`config.mk`:
```
export PLATFORM = sky130hd
export DESIGN_NAME = lmsm_regs
export DESIGN_NICKNAME = d
export VERILOG_FILES = /design/src/hw/rtl/lmsm_pkg.sv /design/src/hw/rtl/lmsm_regs.sv
export SDC_FILE = /design/constraint.sdc
export NUM_CORES = 1
export LEC_CHECK = 0
export ABC_AREA = 1
export BUFFER_PORTS_ARGS = -buffer_cell sky130_fd_sc_hd__buf_2
export CAP_MARGIN = 10
export CELL_PAD_IN_SITES_DETAIL_PLACEMENT = 0
export CELL_PAD_IN_SITES_GLOBAL_PLACEMENT = 1
export CORE_UTILIZATION = 39
export DETAILED_ROUTE_END_ITERATION = 12
export GPL_TIMING_DRIVEN = 1
export PLACE_DENSITY = 0.93
export SYNTH_ARGS = -nofsm -noshare
export SYNTH_HDL_FRONTEND = slang
export SYNTH_SLANG_ARGS = --single-unit
```
`constraint.sdc`:
```
create_clock -name clk_i -period 3 [get_ports clk_i]
set_clock_uncertainty 0.2 [all_clocks]
set_input_delay 0.15 -clock clk_i [delete_from_list [all_inputs] [get_ports clk_i]]
set_output_delay 0.15 -clock clk_i [all_outputs]
set_load 0.05 [all_outputs]
```
`src/hw/rtl/lmsm_pkg.sv`:
```
package lmsm_pkg;

  localparam int unsigned NUM_GLYPHS = 4;
  localparam int unsigned ROWS       = 8;
  localparam int unsigned COLS       = 8;
  localparam int unsigned ROW_W      = $clog2(ROWS);
  localparam int unsigned GLYPH_W    = $clog2(NUM_GLYPHS);
  localparam int unsigned BITMAP_W   = ROWS * COLS;
  localparam int unsigned CNT_W      = 4;

  localparam int unsigned GAP_COLUMNS_DEF     = 1;
  localparam int unsigned END_GAP_COLUMNS_DEF = 8;

  localparam int unsigned APB_DATA_W = 64;
  localparam int unsigned APB_ADDR_W = 6;
  localparam int unsigned REG_IDX_W  = 3;
  localparam int unsigned REG_LSB    = 3;

  localparam logic [CNT_W-1:0] COLUMNS_RESET = CNT_W'(COLS);

  typedef enum logic {
    FUNC_STEP = 1'b0,
    FUNC_SCAN = 1'b1
  } func_e;

  typedef enum logic [REG_IDX_W-1:0] {
    REG_GLYPH0_BITMAP  = 3'd0,
    REG_GLYPH1_BITMAP  = 3'd1,
    REG_GLYPH2_BITMAP  = 3'd2,
    REG_GLYPH3_BITMAP  = 3'd3,
    REG_GLYPH0_COLUMNS = 3'd4,
    REG_GLYPH1_COLUMNS = 3'd5,
    REG_GLYPH2_COLUMNS = 3'd6,
    REG_GLYPH3_COLUMNS = 3'd7
  } reg_idx_e;

  typedef enum logic [6:0] {
    PH_INIT   = 7'b0000001,
    PH_GLYPH0 = 7'b0000010,
    PH_GLYPH1 = 7'b0000100,
    PH_GLYPH2 = 7'b0001000,
    PH_GLYPH3 = 7'b0010000,
    PH_GAP    = 7'b0100000,
    PH_ENDGAP = 7'b1000000
  } phase_e;

  typedef struct packed {
    logic [NUM_GLYPHS-1:0][BITMAP_W-1:0] bitmap;
    logic [NUM_GLYPHS-1:0][CNT_W-1:0]    columns;
  } glyph_cfg_t;

endpackage

```
`src/hw/rtl/lmsm_regs.sv`:
```
module lmsm_regs
  import lmsm_pkg::*;
(
  input  logic                  clk_i,
  input  logic                  rst_ni,
  input  logic                  psel,
  input  logic                  penable,
  input  logic                  pwrite,
  input  logic [APB_ADDR_W-1:0] paddr,
  input  logic [APB_DATA_W-1:0] pwdata,
  output logic [APB_DATA_W-1:0] prdata,
  output logic                  pready,
  output glyph_cfg_t            cfg_o
);

  glyph_cfg_t cfg_q;
  reg_idx_e   idx;
  logic       wr_en;

  assign pready = 1'b1;
  assign idx    = reg_idx_e'(paddr[REG_LSB +: REG_IDX_W]);
  assign wr_en  = psel & penable & pwrite & pready;
  assign cfg_o  = cfg_q;

  always_ff @(posedge clk_i or negedge rst_ni) begin
    if (!rst_ni) begin
      for (int g = 0; g < NUM_GLYPHS; g++) begin
        cfg_q.bitmap[g]  <= '0;
        cfg_q.columns[g] <= COLUMNS_RESET;
      end
    end else if (wr_en) begin
      unique case (idx)
        REG_GLYPH0_BITMAP:  cfg_q.bitmap[0]  <= pwdata;
        REG_GLYPH1_BITMAP:  cfg_q.bitmap[1]  <= pwdata;
        REG_GLYPH2_BITMAP:  cfg_q.bitmap[2]  <= pwdata;
        REG_GLYPH3_BITMAP:  cfg_q.bitmap[3]  <= pwdata;
        REG_GLYPH0_COLUMNS: cfg_q.columns[0] <= pwdata[CNT_W-1:0];
        REG_GLYPH1_COLUMNS: cfg_q.columns[1] <= pwdata[CNT_W-1:0];
        REG_GLYPH2_COLUMNS: cfg_q.columns[2] <= pwdata[CNT_W-1:0];
        REG_GLYPH3_COLUMNS: cfg_q.columns[3] <= pwdata[CNT_W-1:0];
        default: ;
      endcase
    end
  end

  always_comb begin
    prdata = '0;
    unique case (idx)
      REG_GLYPH0_BITMAP:  prdata = cfg_q.bitmap[0];
      REG_GLYPH1_BITMAP:  prdata = cfg_q.bitmap[1];
      REG_GLYPH2_BITMAP:  prdata = cfg_q.bitmap[2];
      REG_GLYPH3_BITMAP:  prdata = cfg_q.bitmap[3];
      REG_GLYPH0_COLUMNS: prdata = APB_DATA_W'(cfg_q.columns[0]);
      REG_GLYPH1_COLUMNS: prdata = APB_DATA_W'(cfg_q.columns[1]);
      REG_GLYPH2_COLUMNS: prdata = APB_DATA_W'(cfg_q.columns[2]);
      REG_GLYPH3_COLUMNS: prdata = APB_DATA_W'(cfg_q.columns[3]);
      default: ;
    endcase
  end

endmodule

```
==> results.json <==
{
  "dp_hpwl_mm": 25.4,
  "die_w_um": 175,
  "num-nets-final": 1871,
  "path_buf_inv": 5,
  "p_leak_nw": 8.37,
  "status": "finished, final reports clean",
  "layout_min_cycle_time_ps": 2760,
  "vias": 11700,
  "layout_setup_ws_ps": 239,
  "power_density_nw_per_um2": 852,
  "coreArea_um2": 29600,
  "synth_top_area_share_pct": 57.4,
  "finalCritPeriodShare_pct": 92.0,
  "startpoint_type": "input pin",
  "cts_inserted_buffers": 29,
  "tns_ps": 0,
  "num_rows": 63,
  "die_h_um": 175,
  "grt_pass1_wl_mm": 61.3,
  "seq_area_frac_synth_pct": 58.3,
  "yosys_register_bits": 272,
  "cts_max_level": 1,
  "ant_nets": 0,
  "gp_congestion": 0.880,
  "syn_area_um2": 11700,
  "crit_arrival_ps": 2410,
  "path_clk_slew_ps": 60,
  "portBuffers": 407,
  "cts_resized": 0,
  "dieArea_um2": 30700,
  "post_cts_buffers": 0,
  "yosys_warnings": 0,
  "grt.total_usage_pct": 25.1,
  "post_drt_via_cell_ratio": 5.30,
  "slew_violations": 0,
  "slew_headroom_pct": 44.2,
  "largest_reg_flops": 272,
  "synth_nets": 1441,
  "cpMostUsedCell": "buf_4",
  "hold_violations": 0,
  "cts_root_buf": "clkbuf_16",
  "maxCapViolations": 0,
  "layout-drive-gt1-share_pct": 26.8,
  "path_class": "in -> out",
  "start_util_pct": 39.6,
  "clock_latency_ps": 530,
  "synth_top_area_cell": "dfrtp_1",
  "clk_path_buf_depth": 3,
  "fmax_mhz": 362,
  "first_pass_iters": 5,
  "endpoint_kind": "primary output",
  "yosysUniqueCellTypes": 19,
  "grt_max_degree": 129,
  "synth_area_per_cell_um2": 8.56,
  "dp_slack_ps": 751,
  "crit_fanout": 25,
  "setup_viol": 0,
  "slowest_delay_ps": 530,
  "worst_pin_slew_ps": 837,
  "synthToLayoutAreaGrowth_pct": 35.3,
  "drtIter0Drc": 958,
  "hp-class": "in -> reg",
  "cts_tree": "done",
  "grt_overflow": 0,
  "wl_per_cell_um": 17.8,
  "routed_wirelength_mm": 39.2,
  "syn_inst": 1366,
  "cp.required_ps": 2650,
  "cpLargestDelayFamily": "buffers and inverters",
  "antenna_found_initial": 1,
  "vdd_drop_max_mv": 0.502,
  "total_power_mw": 13.5,
  "netlist_top_cells_area": "dfrtp_1, nand2_1, nand4_1, o21ai_0, o21ai_1",
  "worst_path_max_delay_cell": "dlygate4sd3_1",
  "crit_chain": "dlygate4sd3_1 > buf_4 > inv_2 > nor3_4 > buf_4 > nand2_1 > nand4_1 > buf_2",
  "first_global_vias": 11200,
  "cts.sinks": 272,
  "io_pins": 412,
  "rsz0062_at_grt": "no",
  "drc": 0
}
==> logic make-up (layout without fill, tap and decap cells) <==
group / Yosys count / after routing / share of synthesized area, %
AOI/OAI and AO/OA: 272 / 272 / 11.6
buffers and inverters: 175 / 624 / 6.02
DFF: 272 / 272 / 58.3
other: 1 / 2 / 0.0321
and+or+nand+nor: 646 / 646 / 24.0
==> per-stage QoR <==
stage | util [%] | cells | area, um^2 | hold WS, ps
6_report | 53.5 | 2206 | 15800 | 58.0
5_1_grt | 53.5 | 2206 | 15800 | 89.7
4_1_cts | 53.5 | 2205 | 15800 | 14.0
3_5_place_dp | 48.0 | 2086 | 14200 | 66.2
3_3_place_gp | 48.0 | 2086 | 14200 | 55.2
2_1_floorplan | - | 1366 | 11700 | -346
==> what timing repair did <==
item / 4_1_cts / 5_1_grt
endpoints found under the setup margin: 0 / 0
hold buffers: 69 / 0
endpoints found under the hold margin: 370 / 0
==> power breakdown <==
group          total [mW]  switching, mW  internal (mW)
combinational        4.96           3.94           1.03
clock                3.55           1.38           2.17
sequential           4.97          0.594           4.37
total                13.5           5.91           7.57
==> worst register-to-register path: stages (launching register included) <==
cell,delay [ps]
dfstp_2,530
inv_1,50
o21ai_0,190
==> cells in the mapped netlist <==
library cell	number
a21oi_1	8
buf_1	12
buf_2	35
buf_4	1
clkbuf_1	55
conb_1	1
dfrtp_1	268
dfstp_2	4
inv_1	69
inv_2	3
nand2_1	466
nand3_1	11
nand4_1	140
nor2_1	24
nor3_1	3
nor3_2	1
nor3_4	1
o21ai_0	138
o21ai_1	126
==> cells in the final DEF (no fill, tap or decap) <==
cell type / netlist / routed
nand2_1: 466 / 462
buf_2: 35 / 405
dfrtp_1: 268 / 268
nand4_1: 140 / 140
o21ai_0: 138 / 138
o21ai_1: 126 / 126
inv_1: 69 / 69
dlygate4sd3_1: 0 / 69
clkbuf_16: 0 / 29
nor2_1: 24 / 24
buf_4: 1 / 15
buf_12: 0 / 12
nand3_1: 11 / 11
clkbuf_1: 55 / 10
a21oi_1: 8 / 8
clkbuf_8: 0 / 6
nand2_4: 0 / 4
dfstp_2: 4 / 4
inv_2: 3 / 3
bufinv_16: 0 / 3
nor3_4: 1 / 2
nor3_1: 3 / 2
clkinv_2: 0 / 2
diode_2: 0 / 1
nor3_2: 1 / 1
conb_1: 1 / 1
buf_8: 0 / 1
==> area by class of cell <==
cell class | instances | area, um^2
Sequential cell | 272 | 6810
Tap cell | 390 | 488
Timing Repair Buffer | 502 | 3090
Inverter | 72 | 270
Clock buffer | 45 | 846
Clock inverter | 5 | 100
Multi-Input combinational cell | 919 | 4220
Antenna cell | 1 | 2.50
Fill cell | 2738 | 13700
==> worst paths after layout <==
check / cells after the start / slack (ps) / startpoint / to
max in group asynchronous: 3 / 1710 / rst_ni / cfg_o[242]
min in group asynchronous: 2 / 80 / rst_ni / cfg_o[10]
hold reg to reg: 2 / 300 / cfg_o[34] / cfg_o[34]
setup / recovery: 8 / 240 / paddr[3] / prdata[28]
hold / removal: 5 / 60 / pwrite / cfg_o[5]
setup reg to reg: 2 / 1950 / cfg_o[11] / cfg_o[11]
==> routing by layer <==
metal  vias up  global-route usage (%)  routed length, um
met3        86                    5.29               3320
li1       5416                       -                  -
met4         0                    8.80               1140
met2       569                    41.3              18800
met5         -                       0                  0
met1      5614                    32.9              16000
Power figures use the tool's default switching activity.
