$ cat config.mk
export PLATFORM = sky130hd
export DESIGN_NAME = lmsm_seq
export DESIGN_NICKNAME = d
export VERILOG_FILES = /design/src/hw/rtl/lmsm_pkg.sv /design/src/hw/rtl/lmsm_seq.sv
export SDC_FILE = /design/constraint.sdc
export NUM_CORES = 1
export LEC_CHECK = 0
export ABC_AREA = 1
export BUFFER_PORTS_ARGS = -buffer_cell sky130_fd_sc_hd__buf_2
export CORE_AREA = 2 2 130 132
export DETAILED_ROUTE_END_ITERATION = 6
export DIE_AREA = 0 0 132 134
export PLACE_DENSITY = 0.68
export SYNTH_ARGS = -nofsm -noshare
export SYNTH_HDL_FRONTEND = slang
export SYNTH_SLANG_ARGS = --single-unit
$ cat constraint.sdc
create_clock -name clk_i -period 2.8 [get_ports clk_i]
set_input_delay 0.56 -clock clk_i [delete_from_list [all_inputs] [get_ports clk_i]]
set_output_delay 0.56 -clock clk_i [all_outputs]
set_load 0.02 [all_outputs]
$ cat src/hw/rtl/lmsm_pkg.sv
package lmsm_pkg;

  localparam int unsigned NUM_GLYPHS = 4;
  localparam int unsigned ROWS       = 8;
  localparam int unsigned COLS       = 8;
  localparam int unsigned ROW_W      = $clog2(ROWS);
  localparam int unsigned GLYPH_W    = $clog2(NUM_GLYPHS);
  localparam int unsigned BITMAP_W   = ROWS * COLS;
  localparam int unsigned CNT_W      = 4;

  localparam int unsigned GAP_COLUMNS_DEF     = 1;
  localparam int unsigned END_GAP_COLUMNS_DEF = 8;

  localparam int unsigned APB_DATA_W = 64;
  localparam int unsigned APB_ADDR_W = 6;
  localparam int unsigned REG_IDX_W  = 3;
  localparam int unsigned REG_LSB    = 3;

  localparam logic [CNT_W-1:0] COLUMNS_RESET = CNT_W'(COLS);

  typedef enum logic {
    FUNC_STEP = 1'b0,
    FUNC_SCAN = 1'b1
  } func_e;

  typedef enum logic [REG_IDX_W-1:0] {
    REG_GLYPH0_BITMAP  = 3'd0,
    REG_GLYPH1_BITMAP  = 3'd1,
    REG_GLYPH2_BITMAP  = 3'd2,
    REG_GLYPH3_BITMAP  = 3'd3,
    REG_GLYPH0_COLUMNS = 3'd4,
    REG_GLYPH1_COLUMNS = 3'd5,
    REG_GLYPH2_COLUMNS = 3'd6,
    REG_GLYPH3_COLUMNS = 3'd7
  } reg_idx_e;

  typedef enum logic [6:0] {
    PH_INIT   = 7'b0000001,
    PH_GLYPH0 = 7'b0000010,
    PH_GLYPH1 = 7'b0000100,
    PH_GLYPH2 = 7'b0001000,
    PH_GLYPH3 = 7'b0010000,
    PH_GAP    = 7'b0100000,
    PH_ENDGAP = 7'b1000000
  } phase_e;

  typedef struct packed {
    logic [NUM_GLYPHS-1:0][BITMAP_W-1:0] bitmap;
    logic [NUM_GLYPHS-1:0][CNT_W-1:0]    columns;
  } glyph_cfg_t;

endpackage

$ cat src/hw/rtl/lmsm_seq.sv
module lmsm_seq
  import lmsm_pkg::*;
#(
  parameter int unsigned GAP_COLUMNS     = GAP_COLUMNS_DEF,
  parameter int unsigned END_GAP_COLUMNS = END_GAP_COLUMNS_DEF
) (
  input  logic            clk_i,
  input  logic            rst_ni,
  input  logic            step_i,
  input  glyph_cfg_t      cfg_i,
  output logic [COLS-1:0] frame_o [ROWS]
);

  localparam int unsigned EXT_W = BITMAP_W + COLS;
  localparam int unsigned IDX_W = $clog2(EXT_W);

  logic [COLS-1:0]    frame_q [ROWS];
  logic [COLS-1:0]    frame_d [ROWS];
  logic [COLS-1:0]    shifted [ROWS];
  logic [COLS-1:0]    inserted [ROWS];
  phase_e             phase_q, phase_d;
  logic [CNT_W-1:0]   cnt_q, cnt_d, cnt_dec;
  logic [GLYPH_W-1:0] pend_q, pend_d, cur_glyph;
  logic [EXT_W-1:0]   bitmap_ext;

  function automatic phase_e glyph_phase(logic [GLYPH_W-1:0] g);
    phase_e ph;
    unique case (g)
      2'd0:    ph = PH_GLYPH0;
      2'd1:    ph = PH_GLYPH1;
      2'd2:    ph = PH_GLYPH2;
      default: ph = PH_GLYPH3;
    endcase
    return ph;
  endfunction

  always_comb begin
    unique case (phase_q)
      PH_GLYPH1: cur_glyph = 2'd1;
      PH_GLYPH2: cur_glyph = 2'd2;
      PH_GLYPH3: cur_glyph = 2'd3;
      default:   cur_glyph = 2'd0;
    endcase
  end

  assign cnt_dec    = (cnt_q == '0) ? '0 : cnt_q - 1'b1;
  // bit 8r+c may run past the top row; those indexes read as zero
  assign bitmap_ext = {{COLS{1'b0}}, cfg_i.bitmap[cur_glyph]};

  always_comb begin
    for (int r = 0; r < ROWS; r++) begin
      shifted[r]  = {frame_q[r][COLS-2:0], 1'b0};
      inserted[r] = shifted[r]
                  | COLS'(bitmap_ext[IDX_W'(COLS * r) + IDX_W'(cnt_dec)]);
    end
  end

  always_comb begin
    frame_d = frame_q;
    phase_d = phase_q;
    cnt_d   = cnt_q;
    pend_d  = pend_q;
    if (step_i) begin
      unique case (phase_q)
        PH_INIT: begin
          phase_d = glyph_phase(pend_q);
          cnt_d   = cfg_i.columns[pend_q];
        end
        PH_GLYPH0, PH_GLYPH1, PH_GLYPH2, PH_GLYPH3: begin
          frame_d = inserted;
          cnt_d   = cnt_dec;
          if (cnt_dec == '0) begin
            if (cur_glyph != GLYPH_W'(NUM_GLYPHS - 1)) begin
              phase_d = PH_GAP;
              cnt_d   = CNT_W'(GAP_COLUMNS);
              pend_d  = cur_glyph + 1'b1;
            end else begin
              phase_d = PH_ENDGAP;
              cnt_d   = CNT_W'(END_GAP_COLUMNS);
            end
          end
        end
        PH_GAP: begin
          frame_d = shifted;
          cnt_d   = cnt_dec;
          if (cnt_dec == '0) begin
            phase_d = glyph_phase(pend_q);
            cnt_d   = cfg_i.columns[pend_q];
          end
        end
        PH_ENDGAP: begin
          frame_d = shifted;
          cnt_d   = cnt_dec;
          if (cnt_dec == '0) begin
            pend_d  = '0;
            phase_d = PH_GLYPH0;
            cnt_d   = cfg_i.columns[0];
          end
        end
        default: ;
      endcase
    end
  end

  always_ff @(posedge clk_i or negedge rst_ni) begin
    if (!rst_ni) begin
      for (int r = 0; r < ROWS; r++) frame_q[r] <= '0;
      phase_q <= PH_INIT;
      cnt_q   <= '0;
      pend_q  <= '0;
    end else begin
      frame_q <= frame_d;
      phase_q <= phase_d;
      cnt_q   <= cnt_d;
      pend_q  <= pend_d;
    end
  end

  assign frame_o = frame_d;

`ifndef SYNTHESIS
  // while a glyph scrolls in, the pending index names that same glyph
  a_glyph_matches_pending: assert property (@(posedge clk_i) disable iff (!rst_ni)
    (phase_q != PH_INIT && phase_q != PH_GAP && phase_q != PH_ENDGAP)
      |-> glyph_phase(pend_q) == phase_q)
    else $error("glyph phase and pending glyph disagree");

  a_gap_count_live: assert property (@(posedge clk_i) disable iff (!rst_ni)
    (phase_q == PH_GAP || phase_q == PH_ENDGAP) |-> cnt_q != '0)
    else $error("gap phase with an exhausted column count");

  a_scan_holds_frame: assert property (@(posedge clk_i) disable iff (!rst_ni)
    !step_i |=> $stable(phase_q) && $stable(cnt_q) && $stable(pend_q))
    else $error("sequencer moved without a step");
`endif

endmodule

==> results of run 1 <==
## cells in the final DEF, fill, tap and decap left out, types with 6 or more instances in the layout
cell       Yosys  layout
nand2_4        3       6
o21ai_1       10       8
nand3_1      320     249
inv_2          7       8
o21ai_0       11       9
nand2_2        2      55
nand3_2        0      67
nand2_1      409     351
buf_12         0      21
inv_1         28      24
buf_2         31     292
buf_4         21      55
buf_16         0       9
nor2_4         3       7
dfrtp_1       76      76
nor2_1        22      18
buf_6          3      52
clkbuf_16      0      20
## registers in the layout, indices dropped and copies added, names as in the netlist
name	flops
pend_q	2
cnt_q	4
phase_q	7
frame_q	64
## what timing repair did
action | 4_1_cts | 5_1_grt
gates cloned | 8 | 16
setup buffers | 25 | 16
setup endpoints to repair | 64 | 64
hold buffers | 0 | 0
resized for setup | 175 | 125
pin swaps | 38 | 40
## report_power, final
group          switching (uW)  internal [uW]
clock                     455            808
sequential              0.975           1110
combinational             181            204
## synth_stat cells, types with 2 or more instances
master / number
buf_4: 21
nor2_2: 3
buf_2: 31
o22ai_1: 3
a221oi_1: 2
o21ai_0: 11
a21oi_1: 6
dfrtp_1: 76
nor2_4: 3
o21ai_1: 10
nor2_1: 22
nand2_4: 3
buf_6: 3
inv_2: 7
nand3_1: 320
a22oi_1: 4
nand2_2: 2
nand2_1: 409
clkbuf_1: 13
inv_1: 28
## through the flow
stage / utilization (%) / setup WS [ns]
floorplan: - / 0.215
global route: 63.9 / -0.390
CTS: 58.2 / -0.232
finish: 63.9 / -0.290
global placement: 49.7 / 0.0279
detailed placement: 49.7 / -0.000908
## layout make-up
class                           count  area (sq um)  share of cell area [%]
Clock buffer                       11           243                    2.33
Tap cell                          220           275                    2.64
Clock inverter                      5          82.6                   0.793
Inverter                           36           161                    1.55
Timing Repair Buffer              445          3480                    33.4
Sequential cell                    77          1930                    18.5
Antenna cell                        4          10.0                  0.0961
Multi-Input combinational cell    807          4240                    40.7
## cell families after synthesis
family	count (synthesis)
buffers and inverters	104
AND/OR/NAND/NOR	765
AO/OA/AOI/OAI	41
adder cells (fa/ha/maj)	1
flip-flops	77
## path summary, 6_finish.rpt
kind | to | slack (ns) | depth (start not counted)
worst max-delay path | frame_o[48] | -0.29 | 16
worst min-delay path | frame_q[55] | 0.38 | 1
worst max register to register | pend_q[0] | 0.41 | 16
worst min register to register | frame_q[47] | 0.47 | 2
max in group asynchronous | cnt_q[2] | 1.80 | 1
min in group clk_i | frame_q[47] | 0.47 | 2
## per-layer routing
layer	track usage, %	up-vias	share of wire (%)
met5	0	-	0
met4	9.96	0	3.6
met3	6.42	92	10
met2	48.5	570	47
met1	37.9	4012	39
li1	-	4067	-
==> metrics, run 1 <==
cts bufs inserted 9; fin area 0.0104 sq mm; clk sink count 77; CTS Buffer Depth 2; Post-synth EDFFs 0; Tcrit/Tclk final 110%; vias in the first global route 7949; Compound-Gate Fraction of Synth Area 4.12%; Post-Layout Cell Count 1605; Setup CP Type register to primary output; post-synthesis adder-cell area fraction 0.206%; Peak VDD IR 0.281 mV; CTS Root Buffer Type clkbuf_16; GRT Util Overall 29.3%; syn_nets 1264; Routed WL 29100 um; CP Capture Type primary output; Port Buffer Count 338; largest net degree at the start of global routing 78; DR vias/cell 5.45; fraction of registers with async set/reset 100%; overflow left after global routing 0; largest family of logic cells by synthesized area simple AND/OR/NAND/NOR gates; failing checks setup timing; largest area contributor in the synthesized netlist dfrtp_1; Final Hold Fails 0; Cell Rows 47; post-DP HPWL 19200 um; H-tree depth 3; Critical Path Start phase_q[1]; final setup fails 64; Leakage 0.00557 uW; Die Span X 132 um; slowest stage delay, CP 0.42 ns; Post-Synthesis Cells 988; CTS tree yes; Slew Limit Headroom 35.3%; max-slew violation count 0; Area Overhead vs Synth 71.6%; fmax 0.324 GHz; RePlAce Congestion 0.974; Worst path slowest cell dfrtp_1; Main synth FF type dfrtp_1; Least-Margin Pin Slew 0.970 ns; worst r2r src phase_q[0]; Synth Area in Simple Gates 55.1%; post-synthesis cell type count 31; initial antenna violation count 4; Die Y 134 um; worst path cell trace nor2_2, nand2_2, inv_2, nand2_4, buf_12, o21ai_4, buf_12, clkbuf_16, nand3_1, nand3_2, nand3_2, nand3_2, nand2_4, nand2_2, nand3_2, buf_6; critical path's most frequent cell nand3_2; status complete, but fails checks; cell count after placement 1521; Synth Register Bits 77; Min Hold Slack 0.384 ns; Placed Area 0.00810 sq mm; post-route ant nets 0; first-pass GRT wire length 41200 um; TritonRoute pass-1 iters 5; P per Cell Area 265 mW/mm^2; Syn Area/Cell 6.14 sq um; drt wl/cell 18.1 um; share of cells above drive strength 1 45.3%; Seq/Total Area, Yosys 31.8%; Core ar. 0.0163 sq mm; Overall Power 2760 uW; worst path buffer plus inverter count 5; Ys Warns 0; CP Launch Type register; Hold Crit Class input port to asynchronous set/reset pin; skew final 0.00557 ns; CP top delay family simple AND/OR/NAND/NOR gates; die area 0.0177 sq mm; fin nets 1652; Final Worst Setup Slack -0.290 ns; RSZ-0062 raised after global routing true; CTS clock-pin slew for the worst setup and hold paths 0.06 ns; Post-Synth XOR/XNOR Area 0%; 1st-iter DRT viols 866; FILL cells 1448; Final Critical Period 3.09 ns; top cell type's share of synthesized area 31.3%; Clk Latency, worst-skew pair 0.34 ns; CP Data Arrival Time 2.53 ns; crit path max fanout 6; synthesized area 0.00607 sq mm; Required @ worst endpoint 2.24 ns; TNS Setup -7.65 ns; DRC viols 0; total I/O pin count 339; Via Count 8741; mux cell area share after synthesis 0%; synth top area cells dfrtp_1, nand3_1, nand2_1, buf_4, buf_2; max_cap viols 0; initial core utilization 37.2%
Note: power is estimated with default switching activity, not from simulation.
==> run 2: changes to the inputs <==
- CAP_MARGIN: default -> 20
- clock period: 2.8 -> 3.12 ns (I/O delays scaled with it)
==> run 2 against run 1 <==
  * The run still ends with setup timing left
  * Die area is the same
  * Worst hold slack better by 0.066 ns
  * Global-route usage shrank 0.069 points
  * Sequential cell count unchanged
  * Total power is 17% lower
  * Setup slack improved by 0.28 ns
  * Combinational power is 11% lower
  * Wire length shrank 5.8%
  * Critical endpoint is now frame_o[60]
  * Largest power group is now registers
==> metrics, run 2 (same netlist as run 1, synthesis figures left out) <==
status complete, but fails checks; failing checks setup timing; overflow left after global routing 0 (unchanged); Least-Margin Pin Slew 0.954 ns (-0.0155 ns); Final Critical Period 3.13 ns; Port Buffer Count 338 (unchanged); CP Launch Type register; Post-Layout Cell Count 1565 (-2.5%); Hold Crit Class input port to asynchronous set/reset pin; fin nets 1611 (-2.5%); post-DP HPWL 18900 um (-1.7%); die area 0.0177 sq mm (unchanged); Setup CP Type register to primary output; Die Y 134 um (unchanged); drt wl/cell 17.5 um (-3.4%); most common cell after layout, fill and taps aside nand2_1; Tcrit/Tclk final 100%; vias in the first global route 7749 (-2.5%); post-route ant nets 0 (unchanged); initial antenna violation count 6 (+2); Die Span X 132 um (unchanged); Required @ worst endpoint 2.50 ns (+0.26 ns); first-pass GRT wire length 40900 um (-0.65%); cts bufs inserted 9 (unchanged); Final Worst Setup Slack -0.0109 ns (+0.279 ns); worst r2r src phase_q[0]; clk sink count 77 (unchanged); R2R cell count 12 (-4); worst r2r dst phase_q[4]; Area Overhead vs Synth 57.9%; CTS tree yes; RePlAce Congestion 0.991 (+1.7%); Slew Limit Headroom 36.4% (+1.0 points); GRT Util Overall 29.2% (-0.069 points); initial core utilization 37.2% (unchanged); Most flops, register frame_q; max reg flops 64 (unchanged); CP Data Arrival Time 2.51 ns (-0.02 ns); final setup fails 10 (-84%); worst slack, placed 0.00139 ns (+0.00230 ns); P per Cell Area 240 mW/mm^2 (-9.4%); Via Count 8407 (-3.8%); Leakage 0.00522 uW (-6.2%); DRC viols 0 (unchanged); skew final 0.00932 ns (+0.00374 ns); Cell Rows 47 (unchanged); 1st-iter DRT viols 872 (+0.69%); FILL cells 1626 (+12%); Clk Latency, worst-skew pair 0.34 ns (about the same); H-tree depth 3 (unchanged); CP Capture Type primary output; largest registers frame_q x64, phase_q x7, cnt_q x4; Final Hold Fails 0 (unchanged); most frequent cells in the layout nand2_1, buf_2, nand3_1, dfrtp_1, nand3_2; total I/O pin count 339 (unchanged); DR vias/cell 5.37 (-1.4%); share of cells above drive strength 1 42.4% (-2.9 points); Hold Buf Count CTS 0 (unchanged); TritonRoute pass-1 iters 5 (unchanged); cell count after placement 1503 (-1.2%); largest net degree at the start of global routing 78 (unchanged); max-slew violation count 0 (unchanged); CTS clock-pin slew for the worst setup and hold paths 0.06 ns (about the same); CTS Root Buffer Type clkbuf_16; max_cap viols 0 (unchanged); Min Hold Slack 0.450 ns (+0.0660 ns); Core ar. 0.0163 sq mm (unchanged); fmax 0.319 GHz; crit path max fanout 20 (+14); Routed WL 27400 um (-5.8%); Peak VDD IR 0.255 mV (-9.3%); RSZ-0062 raised after global routing true; reg-to-reg setup timing slack 0.71 ns (+0.30 ns); CTS Buffer Depth 2 (unchanged)
run 2: worst max-delay path by stage:
stage,start,to,slack (ns),depth (start not counted)
2_1_floorplan,phase_q[1],frame_o[1],0.47,11
3_3_place_gp,cnt_q[0],frame_o[8],0.01,8
3_5_place_dp,cnt_q[0],frame_o[8],0.001,8
4_1_cts,phase_q[0],frame_o[56],-0.04,16
5_1_grt,phase_q[0],frame_o[46],-0.13,15
6_report,phase_q[0],frame_o[60],-0.01,15
run 2: power breakdown:
group / internal (uW) / total, uW / switching [uW] / leakage (uW)
Combinational: 183 / 342 / 159 / 0.00407
Clock: 541 / 960 / 420 / 0.000140
Sequential: 1000 / 1000 / 0.715 / 0.00101
Total: 1720 / 2300 / 580 / 0.00522
run 2: final cells by class:
class                   instances  area, sq um  area share, %
repair buffers                404         2750           28.7
clock inverters                 7         50.0          0.522
multi-input cells             807         4170           43.6
flip-flops and latches         77         1930           20.1
clock buffers                   9          225           2.35
well taps                     220          275           2.87
diodes                          5         12.5          0.131
inverters                      36          168           1.75
run 2: through the flow:
step / setup TNS, ns / power (uW) / util (%) / instance area (sq um)
floorplan: 0 / 1110 / - / 6070
detailed placement: 0 / 1340 / 49.0 / 7990
finish: -0.0538 / 2300 / 58.8 / 9580
global placement: 0 / 1340 / 49.0 / 7990
CTS: -0.559 / 2300 / 54.8 / 8920
global route: -5.31 / 2400 / 58.8 / 9580
run 2: timing repair:
| action | CTS | global route |
|---|---|---|
| resized for setup | 62 | 155 |
| setup endpoints to repair | 64 | 64 |
| buffers inserted | 17 | 16 |
| cloned | 9 | 5 |
| pin swaps | 21 | 51 |
run 2: per-layer routing:
| metal | GRT usage [%] | part of all wire, % | wire length, um |
|---|---|---|---|
| met1 | 39.0 | 40 | 11100 |
| met2 | 47.6 | 46 | 12700 |
| met3 | 6.58 | 10 | 2760 |
| met4 | 8.21 | 3.2 | 882 |
| met5 | 0 | 0.047 | 13 |
run 2: worst max-delay path, cell delays in order (launching register included):
cell     delay, ns
dfstp_2       0.56
nor2_2        0.06
nand2_2       0.10
inv_4         0.06
nand2_8       0.09
nand2_8       0.13
nor2_4        0.20
nand2_4       0.09
nor2_4        0.13
inv_4         0.08
nand2_8       0.11
inv_8         0.07
buf_12        0.16
nand2_1       0.06
nand2_1       0.07
buf_2         0.17
